===== src/hw/rtl/ssd_pkg.sv =====
// Package: widths, payload and frame summary types, and the back-end state type.
`default_nettype none

package ssd_pkg;

    localparam int MAX_LEN     = 1024;
    localparam int SAMPLE_W    = 16;
    localparam int STD_W       = 16;
    localparam int STD_CEIL    = 32768;
    localparam int QUEUE_DEPTH = 2;

    localparam int LEN_LOG  = $clog2(MAX_LEN);
    localparam int CNT_W    = $clog2(MAX_LEN + 1);
    localparam int SUM_W    = LEN_LOG + SAMPLE_W;
    localparam int SQ_W     = LEN_LOG + 2 * SAMPLE_W - 1;
    localparam int NUM_W    = CNT_W + SQ_W;
    localparam int DEN_W    = 2 * CNT_W;
    localparam int ROOT_W   = (NUM_W + 1) / 2;
    localparam int SQV_W    = 2 * ROOT_W;
    localparam int REM_W    = ROOT_W + 2;
    localparam int STEP_W   = $clog2(NUM_W);
    localparam int PTR_W    = (QUEUE_DEPTH > 1) ? $clog2(QUEUE_DEPTH) : 1;
    localparam int QCNT_W   = $clog2(QUEUE_DEPTH + 1);

    typedef struct packed {
        logic signed [SAMPLE_W-1:0] sample;
        logic                       last;
    } ssd_in_t;

    typedef struct packed {
        logic [STD_W-1:0] std_dev;
        logic             too_few;
        logic             too_long;
    } ssd_out_t;

    // Totals of one finished frame, classified by the front end.
    typedef struct packed {
        logic [CNT_W-1:0]        count;
        logic signed [SUM_W-1:0] sum;
        logic [SQ_W-1:0]         sumsq;
        logic                    too_few;
        logic                    too_long;
    } ssd_frame_t;

    typedef enum logic [2:0] {
        BK_IDLE,
        BK_MUL,
        BK_SUB,
        BK_DIV,
        BK_SQRT,
        BK_OUT
    } ssd_back_state_t;

endpackage

`default_nettype wire


===== src/hw/rtl/ssd_front.sv =====
// Front end: accumulates count, sum and sum of squares, and classifies each frame.
`default_nettype none

module ssd_front (
    input  wire logic               clk,
    input  wire logic               rst_n,
    input  wire logic               accept,
    input  wire ssd_pkg::ssd_in_t   request,
    output logic                    push,
    output ssd_pkg::ssd_frame_t     frame
);
    import ssd_pkg::*;

    logic [CNT_W-1:0]        count_reg, count_next;
    logic signed [SUM_W-1:0] sum_reg, sum_next;
    logic [SQ_W-1:0]         sumsq_reg, sumsq_next;
    logic                    ovf_reg, ovf_next;
    logic signed [2*SAMPLE_W-1:0] square;

    assign square = request.sample * request.sample;

    always_comb
    begin
        ovf_next   = ovf_reg || (count_reg >= CNT_W'(MAX_LEN));
        count_next = count_reg;
        sum_next   = sum_reg;
        sumsq_next = sumsq_reg;
        if (!ovf_next)
        begin
            count_next = count_reg + CNT_W'(1);
            sum_next   = sum_reg + SUM_W'(request.sample);
            sumsq_next = sumsq_reg + SQ_W'(unsigned'(square));
        end
    end

    assign push           = accept && request.last;
    assign frame.count    = count_next;
    assign frame.sum      = sum_next;
    assign frame.sumsq    = sumsq_next;
    assign frame.too_long = ovf_next;
    assign frame.too_few  = !ovf_next && (count_next < CNT_W'(2));

    always_ff @(posedge clk or negedge rst_n)
    begin
        if (!rst_n)
        begin
            count_reg <= '0;
            sum_reg   <= '0;
            sumsq_reg <= '0;
            ovf_reg   <= 1'b0;
        end
        else if (accept)
        begin
            if (request.last)
            begin
                count_reg <= '0;
                sum_reg   <= '0;
                sumsq_reg <= '0;
                ovf_reg   <= 1'b0;
            end
            else
            begin
                count_reg <= count_next;
                sum_reg   <= sum_next;
                sumsq_reg <= sumsq_next;
                ovf_reg   <= ovf_next;
            end
        end
    end

endmodule

`default_nettype wire


===== src/hw/rtl/ssd_queue.sv =====
// Short queue of finished frame summaries between the front and back ends.
`default_nettype none

module ssd_queue (
    input  wire logic                clk,
    input  wire logic                rst_n,
    input  wire logic                push,
    input  wire ssd_pkg::ssd_frame_t push_frame,
    input  wire logic                pop,
    output ssd_pkg::ssd_frame_t      head,
    output logic                     full,
    output logic                     avail
);
    import ssd_pkg::*;

    ssd_frame_t         entry_reg [QUEUE_DEPTH];
    logic [PTR_W-1:0]   wr_ptr_reg, rd_ptr_reg;
    logic [QCNT_W-1:0]  count_reg;
    logic               do_push, do_pop;

    assign full    = (count_reg == QCNT_W'(QUEUE_DEPTH));
    assign avail   = (count_reg != '0);
    assign do_push = push && !full;
    assign do_pop  = pop && avail;
    assign head    = entry_reg[rd_ptr_reg];

    function automatic logic [PTR_W-1:0] ptr_inc(input logic [PTR_W-1:0] p);
        ptr_inc = (p == PTR_W'(QUEUE_DEPTH - 1)) ? '0 : p + PTR_W'(1);
    endfunction

    always_ff @(posedge clk)
    begin
        if (do_push)
            entry_reg[wr_ptr_reg] <= push_frame;
    end

    always_ff @(posedge clk or negedge rst_n)
    begin
        if (!rst_n)
        begin
            wr_ptr_reg <= '0;
            rd_ptr_reg <= '0;
            count_reg  <= '0;
        end
        else
        begin
            if (do_push)
                wr_ptr_reg <= ptr_inc(wr_ptr_reg);
            if (do_pop)
                rd_ptr_reg <= ptr_inc(rd_ptr_reg);
            if (do_push && !do_pop)
                count_reg <= count_reg + QCNT_W'(1);
            else if (do_pop && !do_push)
                count_reg <= count_reg - QCNT_W'(1);
        end
    end

endmodule

`default_nettype wire


===== src/hw/rtl/ssd_back.sv =====
// Back end: variance by multiply, subtract and restoring divide, then a digit-by-digit root.
`default_nettype none

module ssd_back (
    input  wire logic                clk,
    input  wire logic                rst_n,
    input  wire logic                avail,
    input  wire ssd_pkg::ssd_frame_t head,
    output logic                     pop,
    output logic                     done,
    output ssd_pkg::ssd_out_t        result
);
    import ssd_pkg::*;

    ssd_back_state_t state_reg, state_next;
    logic [STEP_W-1:0] step_reg;

    ssd_frame_t        frame_reg;
    logic [NUM_W-1:0]  nsq_reg, s2_reg;
    logic [DEN_W-1:0]  den_reg;
    logic [NUM_W-1:0]  div_q_reg;
    logic [DEN_W-1:0]  div_rem_reg;
    logic [SQV_W-1:0]  sq_val_reg;
    logic [REM_W-1:0]  sq_rem_reg;
    logic [ROOT_W-1:0] root_reg;
    ssd_out_t          res_reg;

    logic [SUM_W-1:0]  mag;
    logic [DEN_W:0]    div_sh;
    logic              div_ge;
    logic [REM_W-1:0]  sq_t, sq_trial;
    logic              sq_ge;
    logic              div_last, sq_last;
    logic [ROOT_W-1:0] root_fin;

    assign mag = frame_reg.sum[SUM_W-1] ? unsigned'(-frame_reg.sum) : unsigned'(frame_reg.sum);

    assign div_sh = {div_rem_reg, div_q_reg[NUM_W-1]};
    assign div_ge = div_sh >= {1'b0, den_reg};

    assign sq_t     = {sq_rem_reg[ROOT_W-1:0], sq_val_reg[SQV_W-1 -: 2]};
    assign sq_trial = {root_reg, 2'b01};
    assign sq_ge    = sq_t >= sq_trial;
    assign root_fin = {root_reg[ROOT_W-2:0], sq_ge};

    assign div_last = (step_reg == STEP_W'(NUM_W - 1));
    assign sq_last  = (step_reg == STEP_W'(ROOT_W - 1));

    always_comb
    begin
        state_next = state_reg;
        case (state_reg)
            BK_IDLE:
            begin
                if (avail)
                    state_next = (head.too_few || head.too_long) ? BK_OUT : BK_MUL;
            end
            BK_MUL:  state_next = BK_SUB;
            BK_SUB:  state_next = BK_DIV;
            BK_DIV:  state_next = div_last ? BK_SQRT : BK_DIV;
            BK_SQRT: state_next = sq_last ? BK_OUT : BK_SQRT;
            BK_OUT:  state_next = BK_IDLE;
            default: state_next = BK_IDLE;
        endcase
    end

    always_comb
    begin
        pop  = 1'b0;
        done = 1'b0;
        case (state_reg)
            BK_IDLE: pop  = avail;
            BK_OUT:  done = 1'b1;
            default:
            begin
                pop  = 1'b0;
                done = 1'b0;
            end
        endcase
    end

    assign result = res_reg;

    always_ff @(posedge clk or negedge rst_n)
    begin
        if (!rst_n)
        begin
            state_reg <= BK_IDLE;
            step_reg  <= '0;
        end
        else
        begin
            state_reg <= state_next;
            if ((state_reg == BK_DIV && !div_last) || (state_reg == BK_SQRT && !sq_last))
                step_reg <= step_reg + STEP_W'(1);
            else
                step_reg <= '0;
        end
    end

    always_ff @(posedge clk)
    begin
        case (state_reg)
            BK_IDLE:
            begin
                frame_reg        <= head;
                res_reg.std_dev  <= '0;
                res_reg.too_few  <= head.too_few;
                res_reg.too_long <= head.too_long;
            end
            BK_MUL:
            begin
                nsq_reg <= NUM_W'(frame_reg.count) * NUM_W'(frame_reg.sumsq);
                s2_reg  <= NUM_W'(mag) * NUM_W'(mag);
                den_reg <= DEN_W'(frame_reg.count) * DEN_W'(frame_reg.count - CNT_W'(1));
            end
            BK_SUB:
            begin
                div_q_reg   <= nsq_reg - s2_reg;
                div_rem_reg <= '0;
            end
            BK_DIV:
            begin
                div_rem_reg <= div_ge ? DEN_W'(div_sh - {1'b0, den_reg}) : DEN_W'(div_sh);
                div_q_reg   <= {div_q_reg[NUM_W-2:0], div_ge};
                if (div_last)
                begin
                    sq_val_reg <= SQV_W'({div_q_reg[NUM_W-2:0], div_ge});
                    sq_rem_reg <= '0;
                    root_reg   <= '0;
                end
            end
            BK_SQRT:
            begin
                sq_rem_reg <= sq_ge ? sq_t - sq_trial : sq_t;
                sq_val_reg <= {sq_val_reg[SQV_W-3:0], 2'b00};
                root_reg   <= root_fin;
                if (sq_last)
                begin
                    // Roots above the Q1.15 full scale clip to it.
                    if (root_fin > ROOT_W'(STD_CEIL))
                        res_reg.std_dev <= STD_W'(STD_CEIL);
                    else
                        res_reg.std_dev <= STD_W'(root_fin);
                end
            end
            default:
            begin
            end
        endcase
    end

endmodule

`default_nettype wire


===== src/hw/rtl/sample_standard_deviation_core.sv =====
// Top level of the sample standard deviation core.
`default_nettype none

// Samples of a frame are taken one per clock cycle while busy is low; a request is
// accepted at an edge where start is high and busy is low, and request.last closes the
// frame. The front end folds each sample into the count, sum and sum of squares in that
// cycle and hands the finished frame to a two-entry queue. The back end works through one
// queued frame at a time: setup steps that take the frame, multiply and subtract, a
// restoring divider that yields one quotient bit per cycle, a square root that yields one
// root bit per cycle, and the result state. Frames flagged too short or too long skip the
// arithmetic and go straight from taking the frame to the result state. The result appears
// on result for exactly one cycle with done high and is not held, so the receiver must
// take it in that cycle. busy is high only while both queue entries hold frames, which
// happens when closing frames arrive faster than one per back-end pass.
module sample_standard_deviation_core (
    input  wire logic              clk,
    input  wire logic              rst_n,
    input  wire logic              start,
    output logic                   busy,
    input  wire ssd_pkg::ssd_in_t  request,
    output logic                   done,
    output ssd_pkg::ssd_out_t      result
);
    import ssd_pkg::*;

    logic       accept, push, pop, full, avail;
    ssd_frame_t push_frame, head;

    assign busy   = full;
    assign accept = start && !full;

    ssd_front u_front (
        .clk     (clk),
        .rst_n   (rst_n),
        .accept  (accept),
        .request (request),
        .push    (push),
        .frame   (push_frame)
    );

    ssd_queue u_queue (
        .clk        (clk),
        .rst_n      (rst_n),
        .push       (push),
        .push_frame (push_frame),
        .pop        (pop),
        .head       (head),
        .full       (full),
        .avail      (avail)
    );

    ssd_back u_back (
        .clk    (clk),
        .rst_n  (rst_n),
        .avail  (avail),
        .head   (head),
        .pop    (pop),
        .done   (done),
        .result (result)
    );

endmodule

`default_nettype wire


===== config.mk =====
export PLATFORM = sky130hd
export DESIGN_NAME = sample_standard_deviation_core
export DESIGN_NICKNAME = d
export VERILOG_FILES = /design/src/hw/rtl/ssd_pkg.sv /design/src/hw/rtl/ssd_front.sv /design/src/hw/rtl/ssd_queue.sv /design/src/hw/rtl/ssd_back.sv /design/src/hw/rtl/sample_standard_deviation_core.sv
export SDC_FILE = /design/constraint.sdc
export NUM_CORES = 2
export LEC_CHECK = 0
export CAP_MARGIN = 20
export CORE_MARGIN = 5
export CORE_UTILIZATION = 60
export CTS_BUF_LIST = sky130_fd_sc_hd__clkbuf_16
export CTS_CLUSTER_SIZE = 30
export DETAILED_ROUTE_END_ITERATION = 8
export DONT_BUFFER_PORTS = 1
export PLACE_DENSITY = 0.76
export SLEW_MARGIN = 20
export SYNTH_ARGS = -nofsm -noshare
export SYNTH_HDL_FRONTEND = slang
export SYNTH_SLANG_ARGS = --single-unit

===== constraint.sdc =====
create_clock -name clk -period 13.79 [get_ports clk]
set_clock_uncertainty 0.2 [all_clocks]
set_input_delay 2.758 -clock clk [delete_from_list [all_inputs] [get_ports clk]]
set_output_delay 2.758 -clock clk [all_outputs]
set_load 0.05 [all_outputs]

=== After elaboration in Yosys (flattened, before gate mapping) ===
Memories as Yosys holds them, arrays and structs flattened.
Cells that the tools add are included.

* Word-level logic and storage cells: 118
* Register bits after elaboration: 492
* Memory bits (writable): 160
* Output and inout port bits: 20
* Input port bits: 20
* Memories: 1

{| class="wikitable"
|+ Memory list
! name !! depth !! bits a word !! read ports !! clocked after Yosys merged registers in !! write ports !! line !! source
|-
| u_queue.entry_reg || 2 || 80 || 1 || 0 || 1 || ssd_queue.sv:16 || <nowiki>ssd_frame_t entry_reg [QUEUE_DEPTH];</nowiki>
|}

* Reductions and logical operators: 26
* $add $sub $neg: 13
* Equal/unequal tests: 11
* $lt $le $gt $ge: 5
* $mul: 4
* Multiplexer cells: 35

{| class="wikitable"
|+ Operators with widths
! operator !! number
|-
| 52-bit one-hot mux with 2 select lines || 2
|-
| 26-bit two-way mux || 6
|-
| 26-bit one-hot mux with 2 select lines || 2
|-
| 41-bit two-way mux || 2
|-
| 11-bit by 41-bit multiplier with 52-bit output || 1
|-
| 26-bit by 26-bit multiplier with 52-bit output || 1
|-
| 52-bit two-way mux || 1
|-
| 52-bit subtractor || 1
|-
| 22-bit one-hot mux with 2 select lines || 1
|-
| 41-bit by 32-bit adder with 41-bit output || 1
|-
| 16-bit by 16-bit multiplier with 32-bit output || 1
|-
| 16-bit two-way mux || 2
|-
| 16-bit one-hot mux with 2 select lines || 1
|-
| 28-bit >= comparator || 1
|-
| 26-bit by 16-bit adder with 26-bit output || 1
|-
| 26-bit by 16-bit greater-than comparator with 1-bit output (second input constant) || 1
|-
| 26-bit negator || 1
|-
| 26-bit subtractor || 1
|-
| 23-bit by 22-bit >= comparator with 1-bit output || 1
|-
| 11-bit by 22-bit multiplier with 22-bit output || 1
|-
| 11-bit two-way mux || 2
|-
| 22-bit two-way mux || 1
|-
| 22-bit subtractor || 1
|-
| 3-bit one-hot mux with 5 select lines || 1
|-
| 25 further kinds || 60
|}

=== Logic depth before layout (Yosys ltp) ===
* Word-level depth: 9
* Gate-level depth with buffers: 37
* Gate-level depth less buffers: 35

=== Cells and area by module ===
Synthesis repeated with hierarchy kept, for this count alone.

* Cells, all modules: 7945
* Area total of the unflattened synthesis: 78769.3 µm²

{| class="wikitable"
|+ By module, submodules not included
! module !! area an instance (µm²) !! cells each !! times used
|-
| ssd_back || 56586.8 || 5871 || 1
|-
| ssd_front || 15795.1 || 1805 || 1
|-
| ssd_queue || 6373.6 || 268 || 1
|-
| sample_standard_deviation_core || 13.8 || 1 || 1
|}

=== Worst setup path after synthesis ===
Ideal clock, no wire load.

* Kind: input -> register
* Start: input request[6] (netlist name)
* End: register u_front.sumsq_reg[34]
* Cell stages on the path: 32
* Arrival time: 10275 ps
* Path buffers: 3
* Path slack: 3199 ps
* Cells stage by stage: clkbuf_1 -> clkbuf_1 -> nand2_1 -> fa_1 -> fa_1 -> fa_1 -> inv_1 -> fa_1 -> fa_1 -> inv_1 -> fa_1 -> inv_1 -> ha_1 -> and3_1 -> a221o_1 -> a21oi_1 -> nor2b_1 -> o21ai_1 -> a21o_1 -> a32oi_1 -> nand2b_1 -> a21oi_1 -> xnor2_1 -> ha_1 -> and3_1 -> nand4_1 -> o211ai_2 -> a211oi_1 -> or2_1 -> buf_2 -> or4_1 -> o311ai_0

* Longest elaborated chain between the ends: 4

{| class="wikitable"
|+ Ends and longest elaborated chain
! what !! line !! source
|-
| start: declaration || sample_standard_deviation_core.sv:20 || <nowiki>input wire ssd_pkg::ssd_in_t request,</nowiki>
|-
| 16-bit by 16-bit multiplier with 32-bit output || ssd_front.sv:20 || <nowiki>assign square = request.sample * request.sample;</nowiki>
|-
| 41-bit by 32-bit adder with 41-bit output || ssd_front.sv:32 || <nowiki>sumsq_next = sumsq_reg + SQ_W'(unsigned'(square));</nowiki>
|-
| 41-bit two-way mux || ssd_front.sv:28 || <nowiki>if (!ovf_next)</nowiki>
|-
| 41-bit two-way mux || ssd_front.sv:54 || <nowiki>if (request.last)</nowiki>
|-
| end signal: assignment || ssd_front.sv:65 || <nowiki>sumsq_reg <= sumsq_next;</nowiki>
|-
| end: declaration || ssd_front.sv:16 || <nowiki>logic [SQ_W-1:0] sumsq_reg, sumsq_next;</nowiki>
|}

No other way between the ends.
A chain may end at the register's enable or synchronous reset.

=== Worst setup path after layout ===
* Start: register u_back.frame_reg[43] (netlist name)
* End: register u_back.s2_reg[50] (data pin)

* Longest elaborated chain between the ends: 3

{| class="wikitable"
|+ Ends and longest elaborated chain
! what !! line !! source
|-
| start: declaration || ssd_back.sv:18 || <nowiki>ssd_frame_t frame_reg;</nowiki>
|-
| start signal: assignment || ssd_back.sv:106 || <nowiki>frame_reg <= head;</nowiki>
|-
| 26-bit negator || ssd_back.sv:36 || <nowiki>assign mag = frame_reg.sum[SUM_W-1] ? unsigned'(-frame_reg.sum) : unsigned'(frame_reg.sum);</nowiki>
|-
| 26-bit two-way mux * || ssd_back.sv:36 ||
|-
| 26-bit by 26-bit multiplier with 52-bit output * || ssd_back.sv:114 || <nowiki>s2_reg <= NUM_W'(mag) * NUM_W'(mag);</nowiki>
|-
| end signal: assignment || ssd_back.sv:114 ||
|-
| end: declaration || ssd_back.sv:19 || <nowiki>logic [NUM_W-1:0] nsq_reg, s2_reg;</nowiki>
|}

Mark *: on every way between the ends. The rest lies on a longest branch, timed or not.

==> run_results.csv <==
group,metric,value,unit
pwr,power.total,19.6,mW
die,chipHeight,374,um
clock_tree,cts.sinks,650,
global_routing,gr-total-overflow,0,
clock_tree,clk_pin_slew_worst_paths,0.07,ns
timing,timing.final.ws_setup,2.09,ns
timing,fin_crit,11.70,ns
global_routing,groute.usage.overall,27.2,%
timing,relSlewSlack,27.9,%
logic_synthesis,yosysWarnings,0,
logic_synthesis,yosysUniqueCellTypes,101,
timing,min_period_over_period,84.8,%
setup_path,end_kind,"flip-flop",
logic_synthesis,synth_edf_count,558,
setup_path,cp.required,14.06,ns
setup_path,startpoint_type,"flip-flop",
timing,max_freq,0.0855,GHz
setup_path,slowest_stage,"clkinv_1",
clock_tree,cts_buffer_depth,3,
routing,dr_total_vias,55891,
logic_synthesis,async_reset_ff_share,14.2,%
placed_design,portBuffers,0,
pwr,p_leak,39.3,nW
clock_tree,ctsHoldBuffers,0,
timing,tightest_slew,1.07,ns
setup_path,worstPathArrival,11.96,ns
cells_and_area,largest_reg_flops,160,
routing,viasPerCell,5.72,
timing,slew_violations,0,
logic_synthesis,synth_area_per_cell,9.82,um^2
timing,tns,0,ns
clock_tree,numCtsBuffers,74,
global_routing,grt_first_pass_wirelength,308000,um
die,coreArea,132000,um^2
setup_path,critical-path-max-stage-delay,0.90,ns
die,rows,133,
die,die_w,374,um
cells_and_area,finalInstanceArea,83700,um^2
setup_path,crit_fanout,18,
logic_synthesis,ys.flop_type,"edfxtp_1",
die,dieArea,140000,um^2
global_routing,grt_max_degree,93,
global_routing,antenna_found_initial,4,
routing,wire_per_inst,18.9,um
setup_path,cp_common_cell,"fa_1",
clock_tree,cts-resized-gates,0,
timing,finalHoldViolations,0,
placed_design,hpwl,144000,um
clock_tree,cts-root-buf,"clkbuf_16",
routing,drc,0,
routing,routed_wl,185000,um
cells_and_area,utilization,63.6,%
timing,rsz0062_at_grt,"false",
logic_synthesis,netlist.area_leader.share,30.8,%
cells_and_area,drive_gt1_share,4.44,%
placed_design,placed_area,81200,um^2
placed_design,place_congestion,0.941,
cells_and_area,nFillCells,10494,
die,io_pins,40,
logic_synthesis,yosysSeqAreaShare,24.0,%
setup_path,path_class,"flip-flop to flip-flop",
job,drv_cap,0,
hold_path,hold_path_class,"flip-flop to flip-flop",
timing,finalSetupViolCount,0,
run_status,status,"complete, no violations",
clock_tree,cts_tree,"done",
clock_tree,clkLatencyLatePin,0.67,ns
routing,detail_route.iter0.violations,4320,
pwr,powerDensity,235,nW/um^2
global_routing,grt_pass1_vias,59435,
routing,drtPass1Iterations,6,
routing,antenna_left,0,
placed_design,pre_cts_ws,2.29,ns
die,initial_core_util,60.4,%
pwr,peakVddDrop,0.528,mV
clock_tree,htreeDepth,3,
clock_tree,cts_setup_buffers,0,
logic_synthesis,synth_area,79500,um^2
logic_synthesis,ys_ff_latch,650,
logic_synthesis,synthCells,8094,
logic_synthesis,synth_top_cell_by_area,"fa_1",
cells_and_area,finalNetCount,9781,
logic_synthesis,yosys-top-cells-area,"fa_1 31%, edfxtp_1 21%, ha_1 9.1%, inv_1 7.2%, nand2_1 4.8%",
cells_and_area,area_delta_synth_final,5.24,%
area by class of cell:
type	instances	area, um^2	share of cell area [%]
clock buffer	75	1880	2.24
inverter	1544	5800	6.93
clock inverter	60	594	0.710
multi-input combinational	5625	53700	64.2
sequential	650	19100	22.8
antenna	1	2.50	0.00299
tap	1755	2200	2.62
timing repair buffer	63	473	0.565
per-layer routing:
layer  track usage (%)  vias up  part of all wire [%]
li1                  -    25523                     -
met1              36.7    27890                    41
met2              44.9     2049                    47
met3              4.38      425                   7.2
met4              9.81        4                   4.1
met5                 0        -                 0.014
worst paths after layout:
path / start / endpoint / slack [ns] / cells past startpoint
max in group asynchronous: rst_n / u_front.sum_reg[7]$_DFFE_PN0P_ / 11.53 / 0
worst max-delay path: u_back.frame_reg[43]$_DFFE_PP_ / u_back.s2_reg[50]$_DFFE_PP_ / 2.09 / 29
min in group asynchronous: rst_n / u_front.count_reg[6]$_DFFE_PN0P_ / 1.58 / 0
worst max register to register: u_back.frame_reg[43]$_DFFE_PP_ / u_back.s2_reg[50]$_DFFE_PP_ / 2.09 / 29
worst min register to register: u_back.sq_val_reg[48]$_DFFE_PP_ / u_back.sq_val_reg[50]$_DFFE_PP_ / 0.30 / 2
worst min-delay path: u_back.sq_val_reg[48]$_DFFE_PP_ / u_back.sq_val_reg[50]$_DFFE_PP_ / 0.30 / 2
synth_stat cells, types with 48 or more instances:
library cell	instances
nand2_1	1011
nand3_1	77
nor2_1	442
edfxtp_1	558
ha_1	581
clkbuf_1	290
a21oi_1	329
and2_1	207
xor2_1	133
mux2_2	83
nand4_1	48
dfrtp_1	92
inv_1	1527
nor2b_1	58
a21o_1	161
nand2b_1	109
o21ai_0	262
xnor2_1	217
fa_1	1222
cell families after synthesis:
| kind of cell | count (synthesis) | synth area share (%) |
|---|---|---|
| compound gates | 1156 | 9.38 |
| simple gates | 2135 | 12.2 |
| fa+ha+maj | 1803 | 39.9 |
| other cells | 2 | 0.00944 |
| flops | 650 | 24.0 |
| mux | 124 | 1.70 |
| xor+xnor | 353 | 3.93 |
| buf+inv | 1871 | 8.91 |
worst max-delay path, delay by kind of cell, from the launching register on:
kind | cells | cell delay [ns]
AO/OA/AOI/OAI | 7 | 1.92
XOR/XNOR | 1 | 0.68
adder cells (fa/ha/maj) | 9 | 4.53
buffers and inverters | 6 | 1.91
flip-flops | 1 | 0.70
multiplexers | 1 | 0.35
AND/OR/NAND/NOR | 5 | 1.20
through the flow:
step / std cells / hold slack, ns
finish: 9773 / 0.300
floorplan: 8146 / 0.240
global route: 9773 / 0.325
global placement: 9637 / 0.279
CTS: 9772 / 0.296
detailed placement: 9637 / 0.294
report_power, final:
group,leakage (nW),internal [mW],switching [mW],total (mW)
Sequential,6.32,3.59,0.240,3.83
Combinational,31.8,5.51,8.28,13.8
Clock,1.22,1.17,0.855,2.03
Total,39.3,10.3,9.37,19.6
placed cells by master (no fill, tap or decap), types with 57 or more instances in the layout:
master,Yosys,final
inv_1,1527,1534
fa_1,1222,1222
nand2_1,1011,1007
ha_1,581,581
edfxtp_1,558,558
nor2_1,442,439
a21oi_1,329,329
o21ai_0,262,262
xnor2_1,217,216
and2_1,207,206
a21o_1,161,161
xor2_1,133,129
nand2b_1,109,109
dfrtp_1,92,91
mux2_2,83,83
nand3_1,77,77
clkbuf_16,0,75
buf_4,2,63
nor2b_1,58,57
No activity file was read; power rests on OpenSTA's default activity.
